==> config.mk <==
export PLATFORM = sky130hd
export DESIGN_NAME = min_abs_residual_line_fit_core
export DESIGN_NICKNAME = d
export VERILOG_FILES = /design/src/rtl/core/marlf_pkg.sv /design/src/rtl/core/marlf_ram.sv /design/src/rtl/core/marlf_div.sv /design/src/rtl/core/min_abs_residual_line_fit_core.sv
export SDC_FILE = /design/constraint.sdc
export NUM_CORES = 2
export LEC_CHECK = 0
export ABC_CLOCK_PERIOD_IN_PS = 5580
export BUFFER_PORTS_ARGS = -buffer_cell sky130_fd_sc_hd__buf_2
export CORE_UTILIZATION = 57
export DETAILED_ROUTE_END_ITERATION = 8
export GPL_TIMING_DRIVEN = 0
export PLACE_DENSITY = 0.76
export SYNTH_ARGS = -nofsm -noshare
export SYNTH_HDL_FRONTEND = slang
export SYNTH_HIERARCHICAL = 1
export SYNTH_SLANG_ARGS = --single-unit
==> constraint.sdc <==
create_clock -name clk -period 5.58 [get_ports clk]
set_input_delay 0.837 -clock clk [delete_from_list [all_inputs] [get_ports clk]]
set_output_delay 0.837 -clock clk [all_outputs]
set_load 0.02 [all_outputs]
==> src/rtl/core/marlf_pkg.sv <==
`timescale 1ns / 1ps
package marlf_pkg;
	localparam int SAMPLE_W = 32;
	localparam int SUM_W    = 48;
	// Divider numerator: |dy| plus half the index step.
	localparam int NUM_W    = 34;
	// Signed slope, Q34.0 plus sign.
	localparam int SLOPE_W  = 35;
	localparam logic [SUM_W-1:0] SUM_MAX = '1;
endpackage

==> src/rtl/core/marlf_ram.sv <==
`timescale 1ns / 1ps
module marlf_ram #(
	parameter int WIDTH = 32,
	parameter int DEPTH = 32
) (
	input  logic                     clk,
	input  logic                     we,
	input  logic [$clog2(DEPTH)-1:0] waddr,
	input  logic [WIDTH-1:0]         wdata,
	input  logic [$clog2(DEPTH)-1:0] raddr,
	output logic [WIDTH-1:0]         rdata
);
	logic [WIDTH-1:0] mem [DEPTH];

	always_ff @(posedge clk) begin
		if (we) begin
			mem[waddr] <= wdata;
		end
		rdata <= mem[raddr];
	end
endmodule

==> src/rtl/core/marlf_div.sv <==
`timescale 1ns / 1ps
// Restoring divider, one quotient bit per cycle, MSB first.
module marlf_div #(
	parameter int DEN_W = 5
) (
	input  logic                       clk,
	input  logic                       arst_n,
	input  logic                       start,
	input  logic [marlf_pkg::NUM_W-1:0] num,
	input  logic [DEN_W-1:0]           den,
	output logic                       done,
	output logic [marlf_pkg::NUM_W-1:0] quot
);
	localparam int CW = $clog2(marlf_pkg::NUM_W + 1);

	logic [CW-1:0]                cnt_q;
	logic                         busy_q;
	logic                         done_q;
	logic [DEN_W:0]               rem_q;
	logic [marlf_pkg::NUM_W-1:0]  quo_q;
	logic [DEN_W:0]               rem_sh;
	logic                         ge;

	assign rem_sh = {rem_q[DEN_W-1:0], quo_q[marlf_pkg::NUM_W-1]};
	assign ge     = rem_sh >= {1'b0, den};

	always_ff @(posedge clk or negedge arst_n) begin
		if (!arst_n) begin
			busy_q <= 1'b0;
			done_q <= 1'b0;
			cnt_q  <= '0;
		end else begin
			done_q <= 1'b0;
			if (start) begin
				busy_q <= 1'b1;
				cnt_q  <= CW'(marlf_pkg::NUM_W);
			end else if (busy_q) begin
				cnt_q <= cnt_q - 1'b1;
				if (cnt_q == CW'(1)) begin
					busy_q <= 1'b0;
					done_q <= 1'b1;
				end
			end
		end
	end

	always_ff @(posedge clk) begin
		if (start) begin
			rem_q <= '0;
			quo_q <= num;
		end else if (busy_q) begin
			rem_q <= ge ? (rem_sh - {1'b0, den}) : rem_sh;
			quo_q <= {quo_q[marlf_pkg::NUM_W-2:0], ge};
		end
	end

	assign done = done_q;
	assign quot = quo_q;
endmodule

==> src/rtl/core/min_abs_residual_line_fit_core.sv <==
`timescale 1ns / 1ps
// Points load at one item per cycle unless a held result is stalled at the output;
// a non-last item leaves no result. After the last item the pair search runs: per
// pair a setup (two store reads, serial slope divider, multiply, base), then the
// residual sum and one compare. Input stalls during the search, so a new set of
// points is taken only once the search is done.
// Reset clears the point count, best sum (to all ones) and handshake state; the
// point store is not cleared, only entries written in the current run are read.
module min_abs_residual_line_fit_core #(
	parameter int MAX_POINTS = 32
) (
	input  logic                            clk,
	input  logic                            arst_n,
	input  logic                            in_valid,
	output logic                            in_stall,
	input  logic signed [marlf_pkg::SAMPLE_W-1:0] sample_value,
	input  logic                            last_point,
	output logic                            out_valid,
	input  logic                            out_stall,
	output logic [marlf_pkg::SUM_W-1:0]     min_residual_sum,
	output logic                            too_few_points
);
	localparam int IDX_W = (MAX_POINTS > 1) ? $clog2(MAX_POINTS) : 1;
	localparam int CNT_W = $clog2(MAX_POINTS + 1);
	localparam int MUL_W = marlf_pkg::SLOPE_W + IDX_W + 1;
	// Line value and residual width: slope times index plus headroom.
	localparam int LW    = marlf_pkg::SLOPE_W + IDX_W + 3;
	localparam int ACC_W = ((LW > marlf_pkg::SUM_W) ? LW : marlf_pkg::SUM_W) + 1;
	localparam int SW    = marlf_pkg::SAMPLE_W;

	typedef enum logic [3:0] {
		ST_LOAD, ST_RD_I, ST_RD_J, ST_DIV_GO, ST_DIV_WAIT,
		ST_MUL, ST_BASE, ST_SUM, ST_CMP, ST_DONE
	} state_t;

	state_t                        state_q;
	logic [CNT_W-1:0]              n_q;
	logic [IDX_W-1:0]              i_q, j_q;
	logic [CNT_W-1:0]              t_q;
	logic                          v_s1, v_s2;
	logic [marlf_pkg::SUM_W-1:0]   best_q;
	logic [marlf_pkg::SUM_W-1:0]   sum_q;
	logic                          out_valid_q;
	logic [marlf_pkg::SUM_W-1:0]   out_sum_q;
	logic                          out_few_q;

	// Datapath registers, no reset needed.
	logic signed [SW-1:0]                yi_q;
	logic                                neg_q;
	logic signed [marlf_pkg::SLOPE_W-1:0] m_q;
	logic signed [MUL_W-1:0]             mi_q;
	logic signed [LW-1:0]                line_q;
	logic [LW-1:0]                       abs_s2;

	logic                          accept, out_take, store_ok;
	logic [CNT_W-1:0]              n_next;
	logic [IDX_W-1:0]              raddr;
	logic [SW-1:0]                 rdata;
	logic signed [SW:0]            dy;
	logic [SW:0]                   dy_mag;
	logic [marlf_pkg::NUM_W-1:0]   div_num;
	logic [IDX_W-1:0]              dx;
	logic                          div_start, div_done;
	logic [marlf_pkg::NUM_W-1:0]   div_quot;
	logic signed [LW-1:0]          resid;
	logic [ACC_W-1:0]              acc_next;

	// Input handshake: take points only while loading and while a result
	// that may be created here has room in the output register.
	assign out_take = out_valid_q && !out_stall;
	assign in_stall = (state_q != ST_LOAD) || (out_valid_q && out_stall);
	assign accept   = in_valid && !in_stall;
	assign store_ok = n_q < CNT_W'(MAX_POINTS);
	assign n_next   = store_ok ? n_q + 1'b1 : n_q;

	// Store read address follows the sequencer.
	always_comb begin
		case (state_q)
			ST_RD_I: raddr = i_q;
			ST_RD_J: raddr = j_q;
			ST_SUM:  raddr = t_q[IDX_W-1:0];
			default: raddr = '0;
		endcase
	end

	marlf_ram #(.WIDTH(SW), .DEPTH(MAX_POINTS)) u_store (
		.clk   (clk),
		.we    (accept && store_ok),
		.waddr (n_q[IDX_W-1:0]),
		.wdata (sample_value),
		.raddr (raddr),
		.rdata (rdata)
	);

	// Slope: |dy| / dx rounded half away from zero, sign restored afterward.
	assign dy        = $signed({rdata[SW-1], rdata}) - $signed({yi_q[SW-1], yi_q});
	assign dy_mag    = dy[SW] ? (SW+1)'(0) - dy : dy;
	assign dx        = j_q - i_q;
	assign div_num   = marlf_pkg::NUM_W'(dy_mag) + marlf_pkg::NUM_W'(dx >> 1);
	assign div_start = (state_q == ST_DIV_GO);

	marlf_div #(.DEN_W(IDX_W)) u_div (
		.clk    (clk),
		.arst_n (arst_n),
		.start  (div_start),
		.num    (div_num),
		.den    (dx),
		.done   (div_done),
		.quot   (div_quot)
	);

	// Residual of the point read last cycle against the running line value.
	assign resid    = LW'($signed(rdata)) - line_q;
	assign acc_next = ACC_W'(sum_q) + ACC_W'(abs_s2);

	always_ff @(posedge clk or negedge arst_n) begin
		if (!arst_n) begin
			state_q     <= ST_LOAD;
			n_q         <= '0;
			i_q         <= '0;
			j_q         <= '0;
			t_q         <= '0;
			v_s1        <= 1'b0;
			v_s2        <= 1'b0;
			best_q      <= marlf_pkg::SUM_MAX;
			sum_q       <= '0;
			out_valid_q <= 1'b0;
			out_sum_q   <= '0;
			out_few_q   <= 1'b0;
		end else begin
			if (out_take) begin
				out_valid_q <= 1'b0;
			end
			unique case (state_q)
				ST_LOAD: begin
					if (accept) begin
						n_q <= n_next;
						if (last_point) begin
							if (n_next < CNT_W'(2)) begin
								// Too few points: flag, zero sum, start over.
								out_valid_q <= 1'b1;
								out_sum_q   <= '0;
								out_few_q   <= 1'b1;
								n_q         <= '0;
							end else begin
								i_q     <= '0;
								j_q     <= IDX_W'(1);
								state_q <= ST_RD_I;
							end
						end
					end
				end
				ST_RD_I:     state_q <= ST_RD_J;
				ST_RD_J:     state_q <= ST_DIV_GO;
				ST_DIV_GO:   state_q <= ST_DIV_WAIT;
				ST_DIV_WAIT: begin
					if (div_done) begin
						state_q <= ST_MUL;
					end
				end
				ST_MUL:      state_q <= ST_BASE;
				ST_BASE: begin
					t_q     <= '0;
					v_s1    <= 1'b0;
					v_s2    <= 1'b0;
					sum_q   <= '0;
					state_q <= ST_SUM;
				end
				ST_SUM: begin
					// Issue reads, one point per cycle, then drain the pipe.
					if (t_q != n_q) begin
						t_q  <= t_q + 1'b1;
						v_s1 <= 1'b1;
					end else begin
						v_s1 <= 1'b0;
					end
					v_s2 <= v_s1;
					if (v_s2) begin
						sum_q <= (acc_next > ACC_W'(marlf_pkg::SUM_MAX)) ?
							marlf_pkg::SUM_MAX : acc_next[marlf_pkg::SUM_W-1:0];
					end
					if (t_q == n_q && !v_s1 && !v_s2) begin
						state_q <= ST_CMP;
					end
				end
				ST_CMP: begin
					if (sum_q < best_q) begin
						best_q <= sum_q;
					end
					// Advance to the next pair (i < j).
					if (CNT_W'(j_q) + 1'b1 < n_q) begin
						j_q     <= j_q + 1'b1;
						state_q <= ST_RD_I;
					end else if (CNT_W'(i_q) + CNT_W'(2) < n_q) begin
						i_q     <= i_q + 1'b1;
						j_q     <= i_q + IDX_W'(2);
						state_q <= ST_RD_I;
					end else begin
						state_q <= ST_DONE;
					end
				end
				ST_DONE: begin
					// Hold until the output register is free.
					if (!out_valid_q || !out_stall) begin
						out_valid_q <= 1'b1;
						out_sum_q   <= best_q;
						out_few_q   <= 1'b0;
						best_q      <= marlf_pkg::SUM_MAX;
						n_q         <= '0;
						state_q     <= ST_LOAD;
					end
				end
				default: state_q <= ST_LOAD;
			endcase
		end
	end

	always_ff @(posedge clk) begin
		if (state_q == ST_RD_J) begin
			yi_q <= $signed(rdata);
		end
		if (state_q == ST_DIV_GO) begin
			neg_q <= dy[SW];
		end
		if (state_q == ST_DIV_WAIT && div_done) begin
			m_q <= neg_q ? -$signed({1'b0, div_quot}) : $signed({1'b0, div_quot});
		end
		if (state_q == ST_MUL) begin
			mi_q <= MUL_W'(m_q * $signed({1'b0, i_q}));
		end
		if (state_q == ST_BASE) begin
			line_q <= LW'(yi_q) - LW'(mi_q);
		end else if (state_q == ST_SUM && v_s1) begin
			// Step the line value by the slope for the next index.
			line_q <= line_q + LW'(m_q);
			abs_s2 <= resid[LW-1] ? LW'(0) - resid : resid;
		end
	end

	assign out_valid        = out_valid_q;
	assign min_residual_sum = out_sum_q;
	assign too_few_points   = out_few_q;

	a_few_zero: assert property (@(posedge clk) disable iff (!arst_n)
		out_valid && too_few_points |-> min_residual_sum == '0)
		else $error("too-few result carries a nonzero sum");

	a_cnt_max: assert property (@(posedge clk) disable iff (!arst_n)
		n_q <= CNT_W'(MAX_POINTS))
		else $error("point count past capacity");

	a_pipe_in_sum: assert property (@(posedge clk) disable iff (!arst_n)
		(v_s1 || v_s2) |-> state_q == ST_SUM)
		else $error("residual pipe busy outside sum phase");

	a_div_to_mul: assert property (@(posedge clk) disable iff (!arst_n)
		(state_q == ST_DIV_WAIT && div_done) |=> state_q == ST_MUL)
		else $error("slope not taken after divide");

	a_search_ok: assert property (@(posedge clk) disable iff (!arst_n)
		state_q == ST_SUM |-> n_q >= CNT_W'(2) && t_q <= n_q)
		else $error("sum phase with bad point index");
endmodule
Word-level counts from Yosys, hierarchy flattened. Memories as Yosys holds them, arrays and structs flattened. A register that Yosys moved wholly into a read port is not among the register bits. Index checks and enable logic that the tools add are counted.

Bitwise logic cells: 1. $add $sub $neg: 19. Equality and inequality tests: 25. $mul: 1. Multiplexer cells: 73. Order comparisons: 7. Reductions and logical operators: 32.

Operator list (number): $mux 48 (8); $pmux 48 s2 (3); $mux 34 (3); $mux 43 (2); $mux 5 (11); $add 48x43->49 (1); $gt 49x48->1 const B (1); $lt 48x48->1 (1); $mux 6 (8); $add 43x35->43 (1); $sub 1x43->43 const A (1); $sub 32x43->43 (1); $mux 42 (1); $sub 32x41->42 (1); $mul 35x6->41 (1); $pmux 4 s10 (1); $neg 34->35 (1); $add 33x4->34 (1); $mux 33 (1); $sub 1x33->33 const A (1); $sub 32x32->33 (1); $mux 4 (8); $pmux 6 s2 (2); $ne 2x2->1 const B (11); other kinds (35) (87).

Flip-flop bits (word level): 416. Bits of input ports: 37. Memory bits (writable): 1024. Memories: 1. Word-level logic and storage cells: 184.

Memory list: u_store.mem (words 32, width 32, read ports 1, clocked after Yosys merged registers in 1, write ports 1, RTL line marlf_ram.sv:13) `logic [WIDTH-1:0] mem [DEPTH];`.

Logic depth before layout (Yosys ltp).
Depth after elaboration: 7. Mapped depth: 26. Mapped depth without buffers: 24.

Hierarchy. The synthesis kept the hierarchy.

Modules (own cells, without submodules): marlf_ram (sequential area each 31390.1 µm², cells an instance 2260, area each 40492.6 µm², instances 1); min_abs_residual_line_fit_core (sequential area each 10269.8 µm², cells an instance 3928, area each 34719.5 µm², instances 1); marlf_div (sequential area each 1321.3 µm², cells an instance 161, area each 2242.2 µm², instances 1).

Worst setup path before layout. OpenSTA, ideal clock, no wires.

Path type: register to register. From: register i_q[1]. To: register mi_q[40] (data pin). Arrival time: 5.432 ns. Path slack: -0.112 ns. Data required time: 5.320 ns. Setup time: 0.260 ns. Cell stages (with the launch flop): 24. Path through: dfrtp_1 -> clkbuf_1 -> clkbuf_1 -> nand2_1 -> fa_1 -> inv_1 -> ha_1 -> inv_1 -> fa_1 -> inv_1 -> ha_1 -> a21o_1 -> a21oi_1 -> o21bai_1 -> a21oi_1 -> o31ai_1 -> o31a_1 -> a31o_2 -> a311oi_1 -> o31ai_1 -> or4_1 -> a31o_2 -> a21oi_1 -> xnor2_1.

Longest elaborated chain between the ends: 1.

RTL lines: start, declared (RTL line min_abs_residual_line_fit_core.sv:38) `logic [IDX_W-1:0] i_q, j_q;`; start signal, assigned (RTL line min_abs_residual_line_fit_core.sv:195) `i_q <= i_q + 1'b1;`; $mul 35x6->41 (RTL line min_abs_residual_line_fit_core.sv:229) `mi_q <= MUL_W'(m_q * $signed({1'b0, i_q}));`; end signal, assigned (RTL line min_abs_residual_line_fit_core.sv:229); end, declared (RTL line min_abs_residual_line_fit_core.sv:51) `logic signed [MUL_W-1:0] mi_q;`.

No other way between the ends. A chain may end at the register's enable or synchronous reset.

Final worst setup path.
From: register i_q[2]. To: register mi_q[39] (data pin).

The elaborated chain is that of the path after synthesis.

==> metrics.txt <==
# TYPE chip_impl_metric gauge
chip_impl_info{name="run_status",value="finished, violations left"} 1
chip_impl_info{name="violations",value="negative setup slack"} 1
chip_impl_metric{name="port_buffers",unit=""} 87
chip_impl_metric{name="grt_max_degree",unit=""} 93
chip_impl_info{name="clk_root_buf",value="sky130_fd_sc_hd__clkbuf_16"} 1
chip_impl_metric{name="syn_avg_cell_area",unit="um2"} 12.2
chip_impl_info{name="synth_ff_type",value="sky130_fd_sc_hd__edfxtp_1"} 1
chip_impl_metric{name="wl_per_instance",unit="um"} 24.3
chip_impl_metric{name="timing.setup.tns",unit="ns"} -0.0879
chip_impl_info{name="layout.cells.most_common_list",value="sky130_fd_sc_hd__edfxtp_1 (1253), sky130_fd_sc_hd__mux2i_1 (522), sky130_fd_sc_hd__nand2_1 (501)"} 1
chip_impl_metric{name="synthCells",unit=""} 6349
chip_impl_metric{name="ys.warnings.count",unit=""} 6
chip_impl_metric{name="die-area",unit="mm2"} 0.137
chip_impl_metric{name="clock_tree.htree_level_count",unit=""} 4
chip_impl_metric{name="p_per_area",unit="mW/mm2"} 259
chip_impl_metric{name="report.final.hold_viol_count",unit=""} 0
chip_impl_metric{name="report.power.total",unit="mW"} 22.8
chip_impl_metric{name="finClkSkew",unit="ns"} 0.0551
chip_impl_info{name="path_delay_family",value="compound AO/OA/AOI/OAI gates"} 1
chip_impl_metric{name="critPathMaxStageDelay",unit="ns"} 0.59
chip_impl_metric{name="viasPerCell",unit=""} 6.23
chip_impl_metric{name="tightestPinTransition",unit="ns"} 1.33
chip_impl_metric{name="number_of_flops_mapped_to_enable_cells_by_yosys",unit=""} 1253
chip_impl_metric{name="reg2reg_depth",unit=""} 21
chip_impl_metric{name="finalWorstPathRequiredPeriod",unit="ns"} 5.62
chip_impl_metric{name="die-height",unit="um"} 371
chip_impl_info{name="worstSetupPathType",value="flip-flop to flip-flop"} 1
chip_impl_metric{name="ys_seq_area_share",unit="%"} 55.5
chip_impl_metric{name="period_share",unit="%"} 101
chip_impl_info{name="critical_path.startpoint_type",value="flip-flop"} 1
chip_impl_metric{name="crit_buf_inv",unit=""} 5
chip_impl_metric{name="setup-violations-final",unit=""} 4
chip_impl_info{name="highest_delay_cell_along_the_critical_path",value="sky130_fd_sc_hd__fa_2"} 1
chip_impl_info{name="synth_area_leaders",value="sky130_fd_sc_hd__edfxtp_1 (49%), sky130_fd_sc_hd__mux2i_1 (6.7%), sky130_fd_sc_hd__ha_1 (5.8%), sky130_fd_sc_hd__dfrtp_1 (4.3%), sky130_fd_sc_hd__fa_1 (2.9%)"} 1
chip_impl_info{name="hold_class",value="primary input to asynchronous set/reset pin"} 1
chip_impl_info{name="critical_path.reg2reg.startpoint",value="i_q[2]$_DFFE_PN0P_"} 1
chip_impl_metric{name="slew_headroom",unit="%"} 11.1
chip_impl_metric{name="place.gp.congestion",unit=""} 0.966
chip_impl_metric{name="synthesis.nets",unit=""} 6859
chip_impl_info{name="crit_path_end_kind",value="flip-flop"} 1
chip_impl_metric{name="clock_insertion_delay_worst_skew",unit="ns"} 0.79
chip_impl_metric{name="wire_length_of_the_first_global_routing_pass",unit="um"} 314000
chip_impl_metric{name="placeableCoreArea",unit="mm2"} 0.134
chip_impl_metric{name="synthesized_area",unit="mm2"} 0.0775
chip_impl_metric{name="dp_worst_setup_slack",unit="ns"} -1.71
chip_impl_metric{name="dp_hpwl",unit="um"} 147000
chip_impl_info{name="grt_setup_unrepaired",value="true"} 1
chip_impl_metric{name="drv.max_cap_violation_count",unit=""} 0
chip_impl_metric{name="io_pins",unit=""} 88
chip_impl_info{name="tritoncts",value="yes"} 1
chip_impl_metric{name="achievable-frequency",unit="MHz"} 178
chip_impl_metric{name="layout.cells.non_filler",unit=""} 8596
chip_impl_metric{name="globalRouteOverflowTotal",unit=""} 0
chip_impl_metric{name="grt_antenna_before_repair",unit=""} 4
chip_impl_metric{name="rows",unit=""} 134
chip_impl_metric{name="cp_data_required_time",unit="ns"} 6.11
chip_impl_metric{name="routed_wirelength",unit="um"} 209000
chip_impl_metric{name="async_flop_share",unit="%"} 12.4
chip_impl_metric{name="layout.filler_cells",unit=""} 9657
chip_impl_metric{name="worst_setup_hold_path_clk_slew",unit="ns"} 0.06
chip_impl_metric{name="count_of_distinct_cell_types_in_the_synthesized_netlist",unit=""} 116
chip_impl_metric{name="grt_pass1_vias",unit=""} 53100
chip_impl_metric{name="clockBufferDepth",unit=""} 3
chip_impl_metric{name="final_layout_size_suffix_gt1_share",unit="%"} 12.5
chip_impl_info{name="worst_r2r_end",value="mi_q[39]$_DFFE_PP_"} 1
chip_impl_metric{name="drv_slew",unit=""} 0
chip_impl_metric{name="cellLeakagePower",unit="nW"} 32.5
chip_impl_metric{name="drtIter0Drc",unit=""} 4792
chip_impl_metric{name="remaining_drc_errors",unit=""} 0
chip_impl_metric{name="critical_path_peak_fanout",unit=""} 7
chip_impl_metric{name="initial_utilization",unit="%"} 57.7
chip_impl_metric{name="synth_seq_cells",unit=""} 1472
chip_impl_metric{name="number_of_hold_repair_buffers_added_at_the_cts_stage",unit=""} 0
chip_impl_metric{name="clkSinkCount",unit=""} 1472
chip_impl_metric{name="die_width",unit="um"} 371
chip_impl_metric{name="peakVddDrop",unit="uV"} 308
chip_impl_metric{name="yosys.area.top_type_share",unit="%"} 48.6
chip_impl_metric{name="vias",unit=""} 53500
chip_impl_metric{name="fin_nets",unit=""} 7214
chip_impl_metric{name="cts-buffers-inserted",unit=""} 151
chip_impl_metric{name="layout_setup_ws",unit="ns"} -0.0377
chip_impl_metric{name="track_usage",unit="%"} 30.2
chip_impl_metric{name="dr.pass1.iters",unit=""} 9
chip_impl_info{name="path_cells",value="clkbuf_16 > clkbuf_16 > buf_4 > nand2_1 > fa_1 > inv_1 > fa_1 > fa_2 > ha_4 > a211oi_2 > o211ai_1 > buf_4 > nand4_1 > a311oi_2 > a221o_1 > a211o_1 > o311ai_4 > a21oi_2 > a21o_1 > a21oi_2 > xnor2_1"} 1
chip_impl_metric{name="drtAntennaViolNets",unit=""} 0
chip_impl_metric{name="reg2reg_slack",unit="ns"} -0.04
chip_impl_info{name="synth_largest_area_cell",value="sky130_fd_sc_hd__edfxtp_1"} 1
chip_impl_metric{name="timing.critical_path.arrival",unit="ns"} 6.15
chip_impl_metric{name="dp_cells",unit=""} 8246
chip_impl_info{name="most_common_cell_after_layout_fill_and_taps_aside",value="sky130_fd_sc_hd__edfxtp_1"} 1
chip_impl_metric{name="syn_to_final_growth",unit="%"} 13.5
synthesized netlist by cell type, types with 100 or more instances:
cell                       instances
sky130_fd_sc_hd__edfxtp_1       1253
sky130_fd_sc_hd__mux2i_1         522
sky130_fd_sc_hd__nand2_1         508
sky130_fd_sc_hd__a21oi_1         424
sky130_fd_sc_hd__ha_1            359
sky130_fd_sc_hd__inv_1           349
sky130_fd_sc_hd__o21ai_0         259
sky130_fd_sc_hd__nor2_1          249
sky130_fd_sc_hd__xnor2_1         230
sky130_fd_sc_hd__nand3_1         175
sky130_fd_sc_hd__a21o_1          148
sky130_fd_sc_hd__nor3_1          145
sky130_fd_sc_hd__clkbuf_1        134
sky130_fd_sc_hd__dfrtp_1         134
sky130_fd_sc_hd__xor2_1          120
sky130_fd_sc_hd__fa_1            114
sky130_fd_sc_hd__and2_1          108
sky130_fd_sc_hd__a22oi_1         100
power breakdown:
| group | switching (mW) | internal, mW | leakage [nW] |
|---|---|---|---|
| clock | 4.35 | 6.35 | 2.56 |
| sequential | 0.00120 | 11.9 | 13.8 |
| combinational | 0.146 | 0.0136 | 16.1 |
sequential cells by signal, summed over array words and instances (netlist names), 34 cells and up:
signal	count
u_store/mem	1024
m_q	35
best_q	48
mi_q	41
sum_q	48
line_q	43
abs_s2	43
min_residual_sum	48
u_div/quot	34
per-stage QoR:
step	hold slack, ns	util [%]	area (um2)
after floorplan	0.408	-	77500
after global placement	0.418	59.7	80100
after detailed placement	0.413	60.5	81200
after CTS	0.0691	65.1	87300
after global routing	0.105	65.5	87900
final	0.0748	65.5	87900
layer usage:
layer	wire length (um)	GRT usage, %	vias up
li1	-	-	24200
met1	79700	37.0	26500
met2	104000	52.4	2292
met3	15100	4.81	521
met4	9600	13.3	4
met5	27	0	-
what timing repair did:
item,CTS,global route
pin swaps,50,74
buffers inserted,37,36
endpoints found under the setup margin,52,42
resized for setup,145,66
how the worst max path moves through the flow:
| stage | from | to | slack, ns | cells past startpoint |
|---|---|---|---|---|
| 2_1_floorplan | i_q[1]$_DFFE_PN0P_ | mi_q[40]$_DFFE_PP_ | 0.05 | 23 |
| 3_3_place_gp | state_q[0]$_DFFE_PN0P_ | u_store/rdata[12]$_DFF_P_ | -3.03 | 11 |
| 3_5_place_dp | i_q[2]$_DFFE_PN0P_ | mi_q[39]$_DFFE_PP_ | -1.71 | 23 |
| 4_1_cts | i_q[2]$_DFFE_PN0P_ | mi_q[39]$_DFFE_PP_ | -0.03 | 20 |
| 5_1_grt | yi_q[0]$_DFFE_PP_ | u_div/quot[31]$_DFFE_PP_ | -0.19 | 16 |
| 6_report | i_q[2]$_DFFE_PN0P_ | mi_q[39]$_DFFE_PP_ | -0.04 | 21 |
cell type report:
type                            count  area, um2  area share (%)
Buffer                            246       1500            1.70
Clock inverter                     90       1210            1.38
Clock buffer                      186       4050            4.60
Sequential cell                  1472      43000            48.9
Tap cell                         1768       2210            2.52
Antenna cell                        1       2.50         0.00285
Timing Repair Buffer              204       1840            2.10
Inverter                          350       1310            1.49
Multi-Input combinational cell   4279      32700            37.3
kinds of logic (layout without fill, tap and decap cells):
kind of cell	Yosys count	after routing	share of synthesized area (%)
AOI/OAI and AO/OA	1382	1382	11.6
xor gates and xnor gates	352	352	4.01
adders and majority gates	473	473	8.75
buffers and inverters	598	1076	3.31
DFF	1472	1472	55.5
muxes	558	558	7.27
other	1	2	0.00484
and+or+nand+nor	1513	1513	9.55
(Power assumes the default switching activity.)
